File: src/design/mbrm_pkg.sv
`default_nettype none
// ----------------------------------------------------------------------------
// Modbus RTU read master package
// Shared codes, constants and the CRC-16 byte update for the read master.
// ----------------------------------------------------------------------------
package mbrm_pkg;

  typedef enum logic [1:0] {
    KIND_START  = 2'd0,
    KIND_BYTE   = 2'd1,
    KIND_WINDOW = 2'd2
  } in_kind_e;

  typedef enum logic [1:0] {
    OUT_TX     = 2'd0,
    OUT_ACCEPT = 2'd1,
    OUT_REJECT = 2'd2
  } out_kind_e;

  typedef enum logic [1:0] {
    CFG_DEVICE_ADDRESS = 2'd0,
    CFG_FUNCTION_CODE  = 2'd1,
    CFG_REGISTER_A     = 2'd2,
    CFG_REGISTER_B     = 2'd3
  } cfg_index_e;

  localparam logic [1:0] REQ_A_ONE = 2'd0;
  localparam logic [1:0] REQ_B_ONE = 2'd1;
  localparam logic [1:0] REQ_A_TWO = 2'd2;
  localparam logic [1:0] REQ_NONE  = 2'd3;

  localparam logic [15:0] CRC_INIT = 16'hFFFF;
  localparam logic [15:0] CRC_POLY = 16'hA001;

  localparam logic [3:0] LEN_SHORT = 4'd7;
  localparam logic [3:0] LEN_LONG  = 4'd9;
  localparam logic [3:0] DATA_FIRST_POS = 4'd3;

  localparam logic [7:0]  DEVICE_ADDRESS_RST = 8'h01;
  localparam logic [7:0]  FUNCTION_CODE_RST  = 8'h04;
  localparam logic [15:0] REGISTER_A_RST     = 16'h0001;
  localparam logic [15:0] REGISTER_B_RST     = 16'h0002;

  function automatic logic [15:0] crc_fold(logic [15:0] crc, logic [7:0] b);
    logic [15:0] c;
    c = crc ^ {8'h00, b};
    for (int i = 0; i < 8; i++) begin
      c = c[0] ? ((c >> 1) ^ CRC_POLY) : (c >> 1);
    end
    return c;
  endfunction

endpackage
`default_nettype wire

File: src/design/modbus_rtu_read_master_unit.sv
`default_nettype none
// ----------------------------------------------------------------------------
// Modbus RTU read master
// Each result is registered in the output register when its transaction is
// taken; bytes and window ends are taken one per cycle while the output is
// free. A start holds the input off until its request bytes have left, one per
// cycle while the output is free, the request CRC folded a byte at a time.
// Reset is asynchronous, active low, and restores the register defaults.
// ----------------------------------------------------------------------------
module modbus_rtu_read_master_unit (
  input  wire logic        clk_i,
  input  wire logic        rst_ni,
  input  wire logic        cfg_valid_i,
  output logic             cfg_ready_o,
  input  wire logic [1:0]  cfg_index_i,
  input  wire logic [15:0] cfg_data_i,
  input  wire logic        in_valid_i,
  output logic             in_ready_o,
  input  wire logic [1:0]  kind_i,
  input  wire logic [1:0]  request_select_i,
  input  wire logic [7:0]  rx_byte_i,
  output logic             out_valid_o,
  input  wire logic        out_ready_i,
  output logic [1:0]       out_kind_o,
  output logic [7:0]       tx_byte_o,
  output logic             tx_last_o,
  output logic [15:0]      first_value_o,
  output logic [15:0]      second_value_o,
  output logic             two_values_o
);
  import mbrm_pkg::*;

  logic [7:0]  dev_addr_q, func_code_q;
  logic [15:0] reg_a_q, reg_b_q;

  logic [1:0]  sel_q, sel_d;
  logic        await_q, await_d;
  logic [3:0]  cnt_q, cnt_d;
  logic [15:0] rx_crc_q, rx_crc_d;
  logic [31:0] data_q, data_d;
  logic [15:0] tail_q, tail_d;

  logic        burst_q, burst_d;
  logic [2:0]  idx_q, idx_d;
  logic [4:0][7:0] frame_q, frame_d;
  logic [15:0] tx_crc_q, tx_crc_d;

  logic        out_valid_q, out_valid_d;
  logic        load_out;
  logic [1:0]  out_kind_q, out_kind_d;
  logic [7:0]  tx_byte_q, tx_byte_d;
  logic        tx_last_q, tx_last_d;
  logic [15:0] first_q, first_d;
  logic [15:0] second_q, second_d;
  logic        two_q, two_d;

  logic        out_free, in_fire, cfg_fire;
  logic [3:0]  len;
  logic [15:0] req_reg;

  assign out_free    = !out_valid_q || out_ready_i;
  assign in_ready_o  = !burst_q && out_free;
  assign in_fire     = in_valid_i && in_ready_o;
  assign cfg_ready_o = 1'b1;
  assign cfg_fire    = cfg_valid_i;
  assign len         = (sel_q == REQ_A_TWO) ? LEN_LONG : LEN_SHORT;
  assign req_reg     = (request_select_i == REQ_B_ONE) ? reg_b_q : reg_a_q;

  always_ff @(posedge clk_i or negedge rst_ni) begin
    if (!rst_ni) begin
      dev_addr_q  <= DEVICE_ADDRESS_RST;
      func_code_q <= FUNCTION_CODE_RST;
      reg_a_q     <= REGISTER_A_RST;
      reg_b_q     <= REGISTER_B_RST;
    end else if (cfg_fire) begin
      unique case (cfg_index_e'(cfg_index_i))
        CFG_DEVICE_ADDRESS: dev_addr_q  <= cfg_data_i[7:0];
        CFG_FUNCTION_CODE:  func_code_q <= cfg_data_i[7:0];
        CFG_REGISTER_A:     reg_a_q     <= cfg_data_i;
        CFG_REGISTER_B:     reg_b_q     <= cfg_data_i;
      endcase
    end
  end

  always_comb begin
    sel_d       = sel_q;
    await_d     = await_q;
    cnt_d       = cnt_q;
    rx_crc_d    = rx_crc_q;
    data_d      = data_q;
    tail_d      = tail_q;
    burst_d     = burst_q;
    idx_d       = idx_q;
    frame_d     = frame_q;
    tx_crc_d    = tx_crc_q;
    load_out    = 1'b0;
    out_kind_d  = out_kind_q;
    tx_byte_d   = tx_byte_q;
    tx_last_d   = tx_last_q;
    first_d     = first_q;
    second_d    = second_q;
    two_d       = two_q;

    if (burst_q && out_free) begin
      load_out   = 1'b1;
      out_kind_d = OUT_TX;
      tx_last_d  = (idx_q == 3'd7);
      first_d    = 16'h0000;
      second_d   = 16'h0000;
      two_d      = 1'b0;
      idx_d      = idx_q + 3'd1;
      case (idx_q)
        3'd6: tx_byte_d = tx_crc_q[7:0];
        3'd7: begin
          tx_byte_d = tx_crc_q[15:8];
          burst_d   = 1'b0;
        end
        default: begin
          tx_byte_d = frame_q[0];
          tx_crc_d  = crc_fold(tx_crc_q, frame_q[0]);
          frame_d   = {8'h00, frame_q[4:1]};
        end
      endcase
    end

    if (in_fire) begin
      case (kind_i)
        KIND_START: begin
          if (request_select_i != REQ_NONE) begin
            load_out   = 1'b1;
            out_kind_d = OUT_TX;
            tx_byte_d  = dev_addr_q;
            tx_last_d  = 1'b0;
            first_d    = 16'h0000;
            second_d   = 16'h0000;
            two_d      = 1'b0;
            tx_crc_d   = crc_fold(CRC_INIT, dev_addr_q);
            frame_d    = {((request_select_i == REQ_A_TWO) ? 8'd2 : 8'd1), 8'h00,
                          req_reg[7:0], req_reg[15:8], func_code_q};
            burst_d    = 1'b1;
            idx_d      = 3'd1;
            sel_d      = request_select_i;
            await_d    = 1'b1;
            cnt_d      = 4'd0;
            rx_crc_d   = CRC_INIT;
            data_d     = 32'h0000_0000;
            tail_d     = 16'h0000;
          end
        end
        KIND_BYTE: begin
          if (await_q && (cnt_q < len)) begin
            if (cnt_q < (len - 4'd2)) begin
              rx_crc_d = crc_fold(rx_crc_q, rx_byte_i);
              case (cnt_q)
                DATA_FIRST_POS:         data_d[31:24] = rx_byte_i;
                DATA_FIRST_POS + 4'd1:  data_d[23:16] = rx_byte_i;
                DATA_FIRST_POS + 4'd2:  data_d[15:8]  = rx_byte_i;
                DATA_FIRST_POS + 4'd3:  data_d[7:0]   = rx_byte_i;
                default: ;
              endcase
            end else if (cnt_q == (len - 4'd2)) begin
              tail_d[7:0] = rx_byte_i;
            end else begin
              tail_d[15:8] = rx_byte_i;
            end
            cnt_d = cnt_q + 4'd1;
          end
        end
        KIND_WINDOW: begin
          if (await_q) begin
            await_d   = 1'b0;
            load_out  = 1'b1;
            tx_byte_d = 8'h00;
            tx_last_d = 1'b0;
            if ((cnt_q == len) && (tail_q == rx_crc_q)) begin
              out_kind_d = OUT_ACCEPT;
              first_d    = data_q[31:16];
              second_d   = (sel_q == REQ_A_TWO) ? data_q[15:0] : 16'h0000;
              two_d      = (sel_q == REQ_A_TWO);
            end else begin
              out_kind_d = OUT_REJECT;
              first_d    = 16'h0000;
              second_d   = 16'h0000;
              two_d      = 1'b0;
            end
          end
        end
        default: ;
      endcase
    end

    if (load_out) begin
      out_valid_d = 1'b1;
    end else if (out_ready_i) begin
      out_valid_d = 1'b0;
    end else begin
      out_valid_d = out_valid_q;
    end
  end

  always_ff @(posedge clk_i or negedge rst_ni) begin
    if (!rst_ni) begin
      sel_q       <= REQ_A_ONE;
      await_q     <= 1'b0;
      cnt_q       <= 4'd0;
      rx_crc_q    <= CRC_INIT;
      data_q      <= 32'h0000_0000;
      tail_q      <= 16'h0000;
      burst_q     <= 1'b0;
      idx_q       <= 3'd0;
      out_valid_q <= 1'b0;
    end else begin
      sel_q       <= sel_d;
      await_q     <= await_d;
      cnt_q       <= cnt_d;
      rx_crc_q    <= rx_crc_d;
      data_q      <= data_d;
      tail_q      <= tail_d;
      burst_q     <= burst_d;
      idx_q       <= idx_d;
      out_valid_q <= out_valid_d;
    end
  end

  always_ff @(posedge clk_i) begin
    frame_q    <= frame_d;
    tx_crc_q   <= tx_crc_d;
    out_kind_q <= out_kind_d;
    tx_byte_q  <= tx_byte_d;
    tx_last_q  <= tx_last_d;
    first_q    <= first_d;
    second_q   <= second_d;
    two_q      <= two_d;
  end

  assign out_valid_o    = out_valid_q;
  assign out_kind_o     = out_kind_q;
  assign tx_byte_o      = tx_byte_q;
  assign tx_last_o      = tx_last_q;
  assign first_value_o  = first_q;
  assign second_value_o = second_q;
  assign two_values_o   = two_q;

endmodule
`default_nettype wire

File: config.mk
export PLATFORM = sky130hd
export DESIGN_NAME = modbus_rtu_read_master_unit
export DESIGN_NICKNAME = d
export VERILOG_FILES = /design/src/design/mbrm_pkg.sv /design/src/design/modbus_rtu_read_master_unit.sv
export SDC_FILE = /design/constraint.sdc
export NUM_CORES = 1
export LEC_CHECK = 0
export ABC_AREA = 1
export BUFFER_PORTS_ARGS = -buffer_cell sky130_fd_sc_hd__buf_2
export CAP_MARGIN = 10
export CORE_UTILIZATION = 30
export CTS_BUF_LIST = sky130_fd_sc_hd__clkbuf_4
export DETAILED_ROUTE_END_ITERATION = 12
export PLACE_DENSITY = 0.48
export SETUP_SLACK_MARGIN = 0.05
export SLEW_MARGIN = 20
export SYNTH_ARGS = -nofsm -noshare
export SYNTH_HDL_FRONTEND = slang
export SYNTH_SLANG_ARGS = --single-unit
File: constraint.sdc
create_clock -name clk_i -period 4.5 [get_ports clk_i]
set_clock_uncertainty 0.05 [all_clocks]
set_input_delay 0.9 -clock clk_i [delete_from_list [all_inputs] [get_ports clk_i]]
set_output_delay 0.9 -clock clk_i [all_outputs]
set_load 0.01 [all_outputs]
# Word level (Yosys, flattened, before mapping)
# Index checks and enable logic that the tools add are counted.
# op_classes
addsub	3
multipliers	0
div_mod_pow	0
n_lt_le_gt_ge	2
n_eq_ne	28
shifts	0
muxes	112
bitwise_logic	27
n_reduce_logical	28
# ops
operator	count
16-bit two-way mux	47
40-bit two-way mux	5
16-bit one-hot mux with 2 select lines	4
32-bit two-way mux	3
8-bit two-way mux	10
2-bit inverter with 3-bit output	24
32-bit one-hot mux with 2 select lines	1
6-bit AND reduction	6
8-bit one-hot mux with 2 select lines	2
16-bit by 8-bit bitwise XOR with 16-bit output	2
1-bit two-way mux	21
16-bit equality test	1
8-bit inverter with 16-bit output	1
2-bit != test, second input constant	7
4-bit by 3-bit equality test with 1-bit output, second input constant	3
2-bit two-way mux	6
3-bit two-way mux	4
4-bit two-way mux	3
2-bit equality test, second input constant	5
4-bit equality test	2
4-bit less-than comparator	2
2-bit by 1-bit != test with 1-bit output, second input constant	4
1-bit one-hot mux with 2 select lines	4
4-bit one-hot mux with 2 select lines	1
17 further kinds	32
# totals
regBits	224
latch_bits	0
ramBits	0
mem_bits_ro	0
input_bits	35
output_inout_bits	47
word_cells	229
mem_count	0

# Depth between registers and ports, before layout
# Gate-level depths: netlist of the first run.
# depth
depth_word	22
depth_mapped	16
mapped_depth_nobuf	15

# Worst setup path before layout of the first run
# No wires, ideal clock.
# synth_path
path_kind	register to register
from	register sel_q[0]
to	register data_q[14]
setup_time_ns	0.119
t_arrival_ns	2.715
required_time_ns	4.331
setup_slack_ns	1.616
stages_incl_launch_ff	15
n_path_buf	2
period_less_slack_ns	2.884
path_cell_list	dfrtp_1 > nor2_1 > clkbuf_1 > inv_1 > ha_1 > a21oi_1 > nand3_1 > o21ai_1 > nand3_2 > nor2_4 > inv_2 > a21oi_4 > buf_4 > nand2_1 > o21a_1
# synth_between
elab_chain_cells	6
elab_cells_between_ends	9
classes_between	1 x add/sub; 2 x order compare; 3 x eq/ne; 1 x mux; 2 x reduce/logical
# synth_rtl
item	line_no	source
start: declaration	modbus_rtu_read_master_unit.sv:36	logic [1:0] sel_q, sel_d;
start signal: assignment	modbus_rtu_read_master_unit.sv:213	sel_q <= sel_d;
2-bit equality test (*)	modbus_rtu_read_master_unit.sv:66	assign len = (sel_q == REQ_A_TWO) ? LEN_LONG : LEN_SHORT;
4-bit two-way mux (*)	modbus_rtu_read_master_unit.sv:66	
4-bit by 2-bit subtractor with 4-bit output or 4-bit less-than comparator (tied branches)	modbus_rtu_read_master_unit.sv:152, modbus_rtu_read_master_unit.sv:151	
4-bit less-than comparator or 1-bit logical AND (tied branches)	modbus_rtu_read_master_unit.sv:152, modbus_rtu_read_master_unit.sv:151	
2-bit != test (no line)	n/a	
6-bit AND reduction (no line) (*)	n/a	
end signal: assignment	modbus_rtu_read_master_unit.sv:217	data_q <= data_d;
end: declaration	modbus_rtu_read_master_unit.sv:40	logic [31:0] data_q, data_d;
# Mark *: on every way between the ends. The rest lies on a longest branch, timed or not.
# A chain may end at the register's enable or synchronous reset.

==> flow_summary_export.csv, run 1 <==
group,metric,value,unit
power_and_ir_drop,intPower,0.00478,W
clock_network,clkSinkCount,224,
setup_path,critPathTopFamily,"buffers and inverters",
grt,antenna_found_initial,1,
placed_design,dp_hpwl,20.2,mm
clock_network,clkLatencyLatePin,0.67,ns
setup_path,crit_path_max_incr_delay,0.72,ns
timing,setup_tns,0,ns
yosys,synthCells,1229,
yosys,synth.area.top_cells,"dfrtp_1 (26%), dfxtp_1 (20%), nand2_1 (12%), o21ai_0 (7.4%), dfstp_2 (5.2%)",
cells_and_area,final_cells,1834,
setup_path,critPathMostFrequentCell,"ha_1",
clock_network,cts_tree,"built",
route,finalWirelength,29.5,mm
setup_path,crit_type,"reg -> reg",
setup_path,crit_fanout,69,
timing,setup-violations-final,0,
cells_and_area,fillers,3521,
yosys,yosys.area.top_type,"dfrtp_1",
grt,grt_overflow,0,
yosys,synthFlopType,"dfrtp_1",
timing,tightest_slew,0.986,ns
timing,finalMaxSlewViolations,0,
die,coreArea,32700,um^2
power_and_ir_drop,power_switching,0.00306,W
power_and_ir_drop,p_clk_share,26.9,%
placed_design,place.port_buffers,80,
grt,grt.total_usage,18.0,%
yosys,yosysWarnings,0,
timing,report.final.hold_viol_count,0,
placed_design,place_inst,1712,
route,first_iter_violations,488,
grt,busiest_layer,"met2",
setup_path,regToRegSetupSlack,1.17,ns
route,firstDrtPassIters,5,
yosys,synth_edf_count,0,
timing,clock.fmax,301,MHz
clock_network,clkTransAtPathRegs,0.06,ns
clock_network,post_cts_buffers,0,
setup_path,slowest_stage,"clkinv_2",
setup_path,crit_path_end_kind,"flip-flop",
flow_run,cap_violations,0,
route,routed_via_density,4.71,
grt,grt_max_degree,70,
setup_path,required,4.94,ns
clock_network,cts_resized,0,
setup_path,path_cells,"ha_1 -> ha_1 -> inv_1 -> nand2_1 -> nor2_2 -> clkinv_2 -> nor2_1 -> o31ai_1",
setup_path,cp.arrival,3.77,ns
power_and_ir_drop,ir_worst_vdd,0.000231,V
grt,grt_use_met1,22.8,%
yosys,synth.top_cells.by_count,"nand2_1 (320), o21ai_0 (148), dfrtp_1 (104)",
cells_and_area,drive_gt1_share,18.1,%
yosys,synth_area,10000,um^2
setup_path,regToRegEndpoint,"frame_q[7]",
power_and_ir_drop,pwr_density_cell,664,nW/um^2
grt,grt_pass1_vias,8751,
power_and_ir_drop,seq_power_share,40.1,%
route,wl_per_cell,16.1,um
placed_design,place_congestion,0.836,
yosys,synth_cell_types,46,
placed_design,pre_cts_ws,1.23,ns
power_and_ir_drop,swShare,39.1,%
clock_network,root_buffer,"clkbuf_4",
yosys,synth_nets,1276,
setup_path,cp.buffers_inverters,2,
placed_design,placed_cell_area,10900,um^2
cells_and_area,final_nets,1385,
route,drc,0,
grt,globalRouteMet2Util,30.6,%
timing,min_period,3.33,ns
yosys,synth_top_area_share,25.9,%
clock_network,postCtsHoldBufs,0,
setup_path,start_kind,"flip-flop",
die,die_h,185,um
die,die_area,34200,um^2
power_and_ir_drop,p_leak,5.48,nW
timing,min_period_over_period,73.9,%
die,die_w,185,um
run_status,outcome,"finished clean",
cells_and_area,fin_area,11800,um^2
yosys,yosysMostFrequentCell,"nand2_1",
die,row_count,66,
yosys,syn_avg_cell_area,8.16,um^2
yosys,synth-seq-cells,224,
route,vias,8643,
setup_path,r2r_cells,8,
worst_hold_path,min_path_type,"in -> async",
clock_network,htreeDepth,3,
timing,setup_ws,1.17,ns
yosys,seq_area_frac_synth,51.1,%
setup_path,timing.rr.start,"idx_q[0]",
clock_network,cts_buffers,66,
die,io_pins,82,
grt,grt_pass1_wl,47.5,mm
cells_and_area,syn_to_final_growth,17.8,%
grt,met3_usage,3.19,%
route,ant_nets,0,
yosys,async_flop_share,55.4,%
clock_network,clk_path_buf_depth,3,
die,start_util,30.7,%
timing,slew_headroom,34.3,%
power_and_ir_drop,combPwrFrac,33.0,%
timing,rsz0062_at_grt,"false",
==> logic make-up (layout without fill, tap and decap cells) <==
group           Yosys count  after routing  share of synthesized area (%)
flops                   224            224                           51.1
xor+xnor                 36             36                           3.14
buf+inv                 155            316                           6.05
other cells               1              3                         0.0374
compound gates          268            268                           15.6
fa+ha+maj                12             12                           1.50
simple gates            533            533                           22.5
==> routing by layer <==
layer	share of wire, %	wire [um]
met2	48	14300
met3	3.3	966
met1	46	13600
met4	2.2	660
met5	0	0
==> layout make-up <==
cell class / instances / area (um^2) / area share [%]
flip-flops and latches: 224 / 5130 / 43.4
multi-input cells: 850 / 4300 / 36.4
clock buffers: 98 / 736 / 6.23
well taps: 442 / 553 / 4.68
repair buffers: 95 / 528 / 4.47
inverters: 101 / 380 / 3.22
clock inverters: 22 / 183 / 1.55
diodes: 2 / 5.00 / 0.0424
==> worst reg2reg max path: stages (launching register included) <==
cell	delay, ns
dfrtp_1	0.40
ha_1	0.20
ha_1	0.25
inv_1	0.34
nand2_1	0.33
nor2_2	0.23
clkinv_2	0.72
nor2_1	0.52
o31ai_1	0.13
==> sequential cells by signal (all words and copies together) (netlist names), 2 cells and up <==
register	count
frame_q	40
data_q	32
first_value_o	16
reg_a_q	16
reg_b_q	16
rx_crc_q	16
second_value_o	16
tail_q	16
tx_crc_q	16
dev_addr_q	8
func_code_q	8
tx_byte_o	8
cnt_q	4
idx_q	3
out_kind_o	2
sel_q	2
==> power by group through the flow <==
stage / combinational, W / clock, W / sequential, W
after floorplan: 0.00191 / 0 / 0.00303
after global placement: 0.00256 / 0 / 0.00318
after detailed placement: 0.00259 / 0 / 0.00318
after CTS: 0.00260 / 0.00218 / 0.00315
after global routing: 0.00297 / 0.00230 / 0.00322
final: 0.00259 / 0.00211 / 0.00315
==> cell usage in the layout (no fill, tap or decap), types with 6 or more instances in the layout <==
cell type  count
a21oi_1       40
a22oi_1       10
buf_2         79
buf_4         15
clkbuf_4      98
clkinv_1       9
clkinv_2       6
dfrtp_1      104
dfstp_2       20
dfxtp_1      100
ha_1          12
inv_1         94
inv_2          7
nand2_1      320
nand3_1       94
nand4_1       20
nor2_1        75
o21a_1        16
o21ai_0      148
o21ai_1        7
o22ai_1       11
o311ai_0      16
xnor2_1       14
xor2_1        22
==> worst max-delay path by stage <==
stage               slack (ns)           end  cells past startpoint         from
global placement          1.29    frame_q[9]                     13  out_ready_i
finish                    1.17    frame_q[7]                      8     idx_q[0]
floorplan                 1.62    data_q[14]                     14     sel_q[0]
global route              0.92   tx_crc_q[6]                     10     idx_q[0]
detailed placement        1.23   frame_q[21]                     13  out_ready_i
CTS                       1.41  rx_crc_q[15]                     14     sel_q[0]
==> metrics by stage <==
step           hold WS, ns  utilization, %  total power, W
2_1_floorplan        0.375               -         0.00494
3_3_place_gp         0.382            33.3         0.00574
3_5_place_dp         0.384            33.3         0.00578
4_1_cts              0.337            36.1         0.00794
5_1_grt              0.331            36.1         0.00849
6_report             0.308            36.1         0.00785
Note: power is estimated with default switching activity, not from simulation.
==> run 2, diff against run 1 <==
--- a/config.mk
+++ b/config.mk
@@ -11,7 +11,7 @@
 export CORE_UTILIZATION = 30
 export CTS_BUF_LIST = sky130_fd_sc_hd__clkbuf_4
 export DETAILED_ROUTE_END_ITERATION = 12
-export PLACE_DENSITY = 0.48
+export PLACE_DENSITY = 0.49
 export SETUP_SLACK_MARGIN = 0.05
 export SLEW_MARGIN = 20
 export SYNTH_ARGS = -nofsm -noshare
==> constraint.sdc (replaced) <==
create_clock -name clk_i -period 2.89 [get_ports clk_i]
set_clock_uncertainty 0.05 [all_clocks]
set_input_delay 0.578 -clock clk_i [delete_from_list [all_inputs] [get_ports clk_i]]
set_output_delay 0.578 -clock clk_i [all_outputs]
set_load 0.01 [all_outputs]
==> run 2 against run 1 <==
Compared with the run above:
- sequential power increased by 56%
- largest cell class unchanged
- design area increased by 1.4%
- global-route usage decreased by 0.38 points
- worst hold slack got worse by 0.16 ns
- highest routed layer unchanged
- critical path type unchanged
- die area unchanged
- critical path depth increased by 4
- clock power increased by 52%
- clock-buffer cell count increased by 13
- final cell count increased by 0.98%
==> flow_summary_export.csv, run 2 (same netlist as run 1, synthesis figures left out) <==
group,metric,value,unit
run_status,outcome,"finished clean",
power_and_ir_drop,ir_worst_vdd,0.000319,V
cells_and_area,final_cells,1852,
grt,grt_pass1_vias,8539,
placed_design,place_inst,1727,
setup_path,cp.buffers_inverters,2,
clock_network,clk_path_buf_depth,3,
clock_network,clkSinkCount,224,
cells_and_area,final_common_cell,"nand2_1",
timing,rsz0062_at_grt,"false",
timing,setup-violations-final,0,
clock_network,cts_buffers,67,
setup_path,crit_type,"reg -> reg",
setup_path,crit_path_max_incr_delay,0.40,ns
route,vias,8752,
route,first_iter_violations,472,
placed_design,place_congestion,0.856,
power_and_ir_drop,swShare,38.5,%
setup_path,path_cells,"nor2_2 -> inv_1 -> ha_1 -> a21oi_1 -> nand3_1 -> o21ai_1 -> nand3_2 -> nor2_4 -> inv_2 -> a21oi_4 -> nand2_1 -> o21a_1",
power_and_ir_drop,p_clk_share,26.1,%
setup_path,r2r_cells,12,
flow_run,cap_violations,0,
clock_network,root_buffer,"clkbuf_4",
die,die_h,185,um
timing,finalMaxSlewViolations,0,
route,drc,0,
timing,setup_ws,0.273,ns
power_and_ir_drop,combPwrFrac,33.8,%
cells_and_area,mostFrequentLayoutCells,"nand2_1 (320), o21ai_0 (148), clkbuf_4 (111)",
grt,grt_overflow,0,
power_and_ir_drop,finalPower,0.0122,W
grt,antenna_found_initial,1,
setup_path,crit_path_end_kind,"flip-flop",
setup_path,crit_fanout,16,
setup_path,cp.arrival,3.09,ns
grt,grt_pass1_wl,46.5,mm
route,routed_via_density,4.73,
cells_and_area,largestRegisters,"frame_q x40, data_q x32",
clock_network,clkLatencyLatePin,0.69,ns
timing,report.final.hold_viol_count,0,
cells_and_area,largest_register_ffs,40,
timing,min_period_over_period,90.5,%
placed_design,pre_cts_ws,0.290,ns
setup_path,regToRegEndpoint,"data_q[0]",
setup_path,path_depth,12,
die,die_w,185,um
timing,min_period,2.62,ns
die,io_pins,82,
power_and_ir_drop,p_leak,5.59,nW
cells_and_area,final_nets,1402,
route,wl_per_cell,15.7,um
setup_path,endpoint,"data_q[0]",
die,die_area,34200,um^2
setup_path,required,3.37,ns
power_and_ir_drop,pwr_density_cell,1020,nW/um^2
placed_design,place.port_buffers,80,
route,finalWirelength,29.1,mm
placed_design,dp_hpwl,20.2,mm
setup_path,timing.rr.start,"sel_q[0]",
clock_network,clkTransAtPathRegs,0.07,ns
route,firstDrtPassIters,5,
timing,clock.fmax,382,MHz
timing,slew_headroom,56.1,%
cells_and_area,largest_register,"frame_q",
die,coreArea,32700,um^2
setup_path,slowest_stage,"a21oi_4",
setup_path,crit_start,"sel_q[0]",
timing,setup_tns,0,ns
die,start_util,30.7,%
setup_path,critPathTopFamily,"compound AO/OA/AOI/OAI gates",
grt,grt.total_usage,17.6,%
power_and_ir_drop,seq_power_share,40.1,%
clock_network,cts_tree,"built",
grt,grt_max_degree,51,
cells_and_area,syn_to_final_growth,19.4,%
setup_path,start_kind,"flip-flop",
power_and_ir_drop,intPower,0.00752,W
setup_path,regToRegSetupSlack,0.27,ns
cells_and_area,drive_gt1_share,19.4,%
power_and_ir_drop,power_switching,0.00471,W
die,row_count,66,
clock_network,htreeDepth,3,
worst_hold_path,min_path_type,"in -> reg",
route,ant_nets,0,
timing,tightest_slew,0.656,ns
run 2: power by group through the flow:
stage          Combinational, W  Clock [W]  Sequential [W]
6_report                0.00413    0.00320         0.00490
5_1_grt                 0.00473    0.00348         0.00503
4_1_cts                 0.00416    0.00332         0.00490
3_5_place_dp            0.00414          0         0.00495
3_3_place_gp            0.00409          0         0.00495
2_1_floorplan           0.00298          0         0.00472
run 2: cell type report:
| type | instances | area [um^2] |
|---|---|---|
| well taps | 442 | 553 |
| diodes | 1 | 2.50 |
| multi-input cells | 850 | 4300 |
| repair buffers | 111 | 701 |
| clock buffers | 111 | 833 |
| flip-flops and latches | 224 | 5130 |
| fillers | 3533 | 20700 |
| inverters | 101 | 379 |
| clock inverters | 12 | 75.1 |
run 2: what timing repair did:
action / in CTS / in global routing
setup endpoints to repair: 0 / 1
setup buffers: 0 / 0
endpoints found under the hold margin: 29 / 0
hold buffers: 1 / 0
gates resized for setup: 0 / 1
run 2: worst min-delay path by stage:
stage          cells past startpoint           start  slack (ns)     endpoint
2_1_floorplan                      0          rst_ni        0.23      await_q
3_3_place_gp                       2     frame_q[37]        0.38  frame_q[37]
3_5_place_dp                       2     frame_q[38]        0.39  frame_q[38]
4_1_cts                            3    rx_byte_i[4]         0.1   data_q[20]
5_1_grt                            3  cfg_data_i[13]        0.12  reg_a_q[13]
6_report                           3    rx_byte_i[3]        0.15   data_q[19]
run 2: tightest hold or removal path, delay by kind of cell:
kind / cells / cell delay, ns
simple gates: 1 / 0.08
buf+inv: 1 / 0.14
compound gates: 1 / 0.06
run 2: stage by stage:
| stage | utilization (%) | hold WS (ns) | instance area (um^2) |
|---|---|---|---|
| 2_1_floorplan | - | 0.232 | 10000 |
| 3_3_place_gp | 33.8 | 0.384 | 11000 |
| 3_5_place_dp | 33.8 | 0.386 | 11000 |
| 5_1_grt | 36.6 | 0.124 | 12000 |
| 6_report | 36.6 | 0.152 | 12000 |
| 4_1_cts | 36.6 | 0.0973 | 12000 |
run 2: routing by layer:
metal  GRT usage (%)  wire length [um]
met1            22.4             13300
met2            29.5             14000
met3            3.64              1120
met4            6.48               614
met5               0                 0
==> run 3, diff against run 2 <==
--- a/config.mk
+++ b/config.mk
@@ -12,7 +12,7 @@
 export CTS_BUF_LIST = sky130_fd_sc_hd__clkbuf_4
 export DETAILED_ROUTE_END_ITERATION = 12
 export PLACE_DENSITY = 0.49
-export SETUP_SLACK_MARGIN = 0.05
+export SETUP_SLACK_MARGIN = 0.4
 export SLEW_MARGIN = 20
 export SYNTH_ARGS = -nofsm -noshare
 export SYNTH_HDL_FRONTEND = slang
==> constraint.sdc (replaced) <==
create_clock -name clk_i -period 2.2 [get_ports clk_i]
set_clock_uncertainty 0.05 [all_clocks]
set_input_delay 0.44 -clock clk_i [delete_from_list [all_inputs] [get_ports clk_i]]
set_output_delay 0.44 -clock clk_i [all_outputs]
set_load 0.01 [all_outputs]
==> run 3 against run 2 <==
Compared with the run above:
- final cell count rose by 4.5%
- largest cell class is now multi-input combinational cells
- the run now ends with setup timing left
- global-route usage rose by 1.6 points
- first-iteration DRC count rose by 55%
- combinational power rose by 120%
- clock-buffer cell count fell by 9
- worst hold slack got worse by 0.12 ns
- routed wire length rose by 12%
- worst setup slack got worse by 0.46 ns
- die area did not move
- register-to-register slack got worse by 0.46 ns
- sequential share of layout area fell by 7.0 points
- critical path type unchanged
- non-clock buffer count rose by 85
==> flow_summary_export.csv, run 3 (same netlist as run 1, synthesis figures left out) <==
group,metric,value,unit
grt,antenna_found_initial,1,
setup_path,crit_type,"reg -> reg",
timing,clock.fmax,419,MHz
grt,grt.total_usage,19.3,%
power_and_ir_drop,finalPower,0.0199,W
run_status,outcome,"finished with violations",
route,vias,9426,
die,die_h,185,um
cells_and_area,drive_gt1_share,35.9,%
cells_and_area,largest_register_ffs,40,
power_and_ir_drop,combPwrFrac,45.5,%
power_and_ir_drop,swShare,39.7,%
clock_network,htreeDepth,3,
timing,finalMaxSlewViolations,0,
grt,grt_overflow,0,
clock_network,clkTransAtPathRegs,0.07,ns
route,drc,0,
setup_path,crit_path_max_incr_delay,0.41,ns
placed_design,place_inst,1754,
clock_network,clkLatencyLatePin,0.67,ns
setup_path,crit_path_end_kind,"flip-flop",
route,route.met2.wl,14.4,mm
power_and_ir_drop,p_clk_share,21.1,%
cells_and_area,final_cells,1936,
die,coreArea,32700,um^2
timing,rsz0062_at_grt,"true",
route,ant_nets,0,
route,firstDrtPassIters,5,
cells_and_area,final_common_cell,"nand2_1",
power_and_ir_drop,seq_power_share,33.4,%
timing,setup_tns,-8.81,ns
timing,setup-violations-final,83,
cells_and_area,regArea,5150,um^2
worst_hold_path,hp-start,"cfg_data_i[12]",
route,dr.max_layer_used,"met4",
die,die_w,185,um
route,first_iter_violations,732,
route,wl_per_cell,16.9,um
timing,slew_headroom,57.9,%
placed_design,place_congestion,0.891,
placed_design,place.port_buffers,80,
cells_and_area,multi_input_area,5380,um^2
setup_path,timing.rr.start,"sel_q[0]",
die,die_area,34200,um^2
die,io_pins,82,
setup_path,start_kind,"flip-flop",
timing,setup_ws,-0.184,ns
cells_and_area,largest_register,"frame_q",
clock_network,root_buffer,"clkbuf_4",
setup_path,regToRegSetupSlack,-0.18,ns
cells_and_area,final_nets,1487,
cells_and_area,fillers,3261,
clock_network,clk_path_buf_depth,3,
worst_hold_path,min_to,"reg_a_q[12]",
grt,grt_max_degree,58,
power_and_ir_drop,pwr_density_cell,1390,nW/um^2
route,wl_met1,16.0,mm
die,start_util,30.7,%
clock_network,cts_buffers,66,
route,routed_via_density,4.87,
grt,grt_pass1_vias,9117,
route,finalWirelength,32.7,mm
power_and_ir_drop,ir_worst_vdd,0.000724,V
route,dr_wl_met3,1.54,mm
cells_and_area,syn_to_final_growth,43.1,%
setup_path,path_cells,"nor2_4 -> inv_6 -> ha_4 -> inv_2 -> nand4_1 -> nand3_1 -> o21ai_1 -> nand3_2 -> nor2_4 -> clkinv_4 -> a21oi_4 -> buf_12 -> nand2_1 -> o21a_1",
setup_path,crit_fanout,15,
placed_design,dp_hpwl,20.6,mm
worst_hold_path,min_path_type,"in -> reg",
flow_run,cap_violations,0,
worst_hold_path,whs_path_depth,3,
timing,report.final.hold_viol_count,0,
setup_path,crit_start,"sel_q[0]",
die,row_count,66,
run_status,violations,"setup timing",
power_and_ir_drop,power_switching,0.00791,W
setup_path,slowest_stage,"dfrtp_1",
setup_path,cp.arrival,2.88,ns
timing,min_period_over_period,108,%
cells_and_area,mostFrequentLayoutCells,"nand2_1 (278), dfrtp_1 (104), clkbuf_4 (102)",
power_and_ir_drop,p_leak,6.45,nW
power_and_ir_drop,intPower,0.0120,W
grt,grt_pass1_wl,50.8,mm
setup_path,regToRegEndpoint,"data_q[13]",
placed_design,pre_cts_ws,-0.130,ns
setup_path,critPathMostFrequentCell,"nor2_4",
clock_network,clkSinkCount,224,
timing,min_period,2.38,ns
setup_path,required,2.70,ns
timing,tightest_slew,0.630,ns
cells_and_area,largestRegisters,"frame_q x40, data_q x32",
timing,whs,0.0354,ns
setup_path,r2r_cells,14,
clock_network,cts_tree,"built",
[run 3: per-layer routing]
metal,vias up,GRT usage [%]
li1,4572,-
met1,4562,27.2
met2,232,28.9
met3,60,4.11
met4,0,6.74
met5,-,0
[run 3: timing repair]
item	4_1_cts	5_1_grt
gates cloned	15	3
hold buffers	8	0
pin swaps	60	57
resized for setup	237	156
endpoints found under the setup margin	153	164
setup buffers	23	11
endpoints found under the hold margin	47	0
[run 3: power groups by stage]
stage                     Clock, W  Combinational [W]  Sequential, W
final                      0.00420            0.00905        0.00665
after floorplan                  0            0.00410        0.00622
after detailed placement         0            0.00579        0.00647
after CTS                  0.00433            0.00788        0.00651
after global routing       0.00457            0.00985        0.00679
after global placement           0            0.00570        0.00648
[run 3: layout make-up]
class,instances,area share [%]
repair buffers,196,13.6
clock buffers,102,5.33
clock inverters,19,0.872
multi-input cells,851,37.5
diodes,1,0.0174
inverters,101,2.92
well taps,442,3.85
flip-flops and latches,224,35.9
[run 3: per-stage QoR]
step / util [%] / cell area [um^2]
after floorplan: - / 10200
after global placement: 35.0 / 11500
after detailed placement: 35.0 / 11500
after CTS: 41.7 / 13600
after global routing: 43.9 / 14400
final: 43.9 / 14400
[run 3: critical path: cells and delay by family (launching register included)]
family	cells	cell delay, ns
AO/OA/AOI/OAI	3	0.45
AND/OR/NAND/NOR	6	0.77
buffers and inverters	4	0.36
adder cells (fa/ha/maj)	1	0.25
flip-flops	1	0.41
[run 3: how the worst max path moves through the flow]
stage / endpoint / slack (ns) / cells after the start
6_report: data_q[13] / -0.18 / 14
5_1_grt: data_q[13] / -0.28 / 14
4_1_cts: data_q[8] / -0.09 / 14
3_5_place_dp: second_value_o[9] / -0.13 / 14
3_3_place_gp: second_value_o[15] / -0.06 / 14
2_1_floorplan: data_q[6] / -0.22 / 15
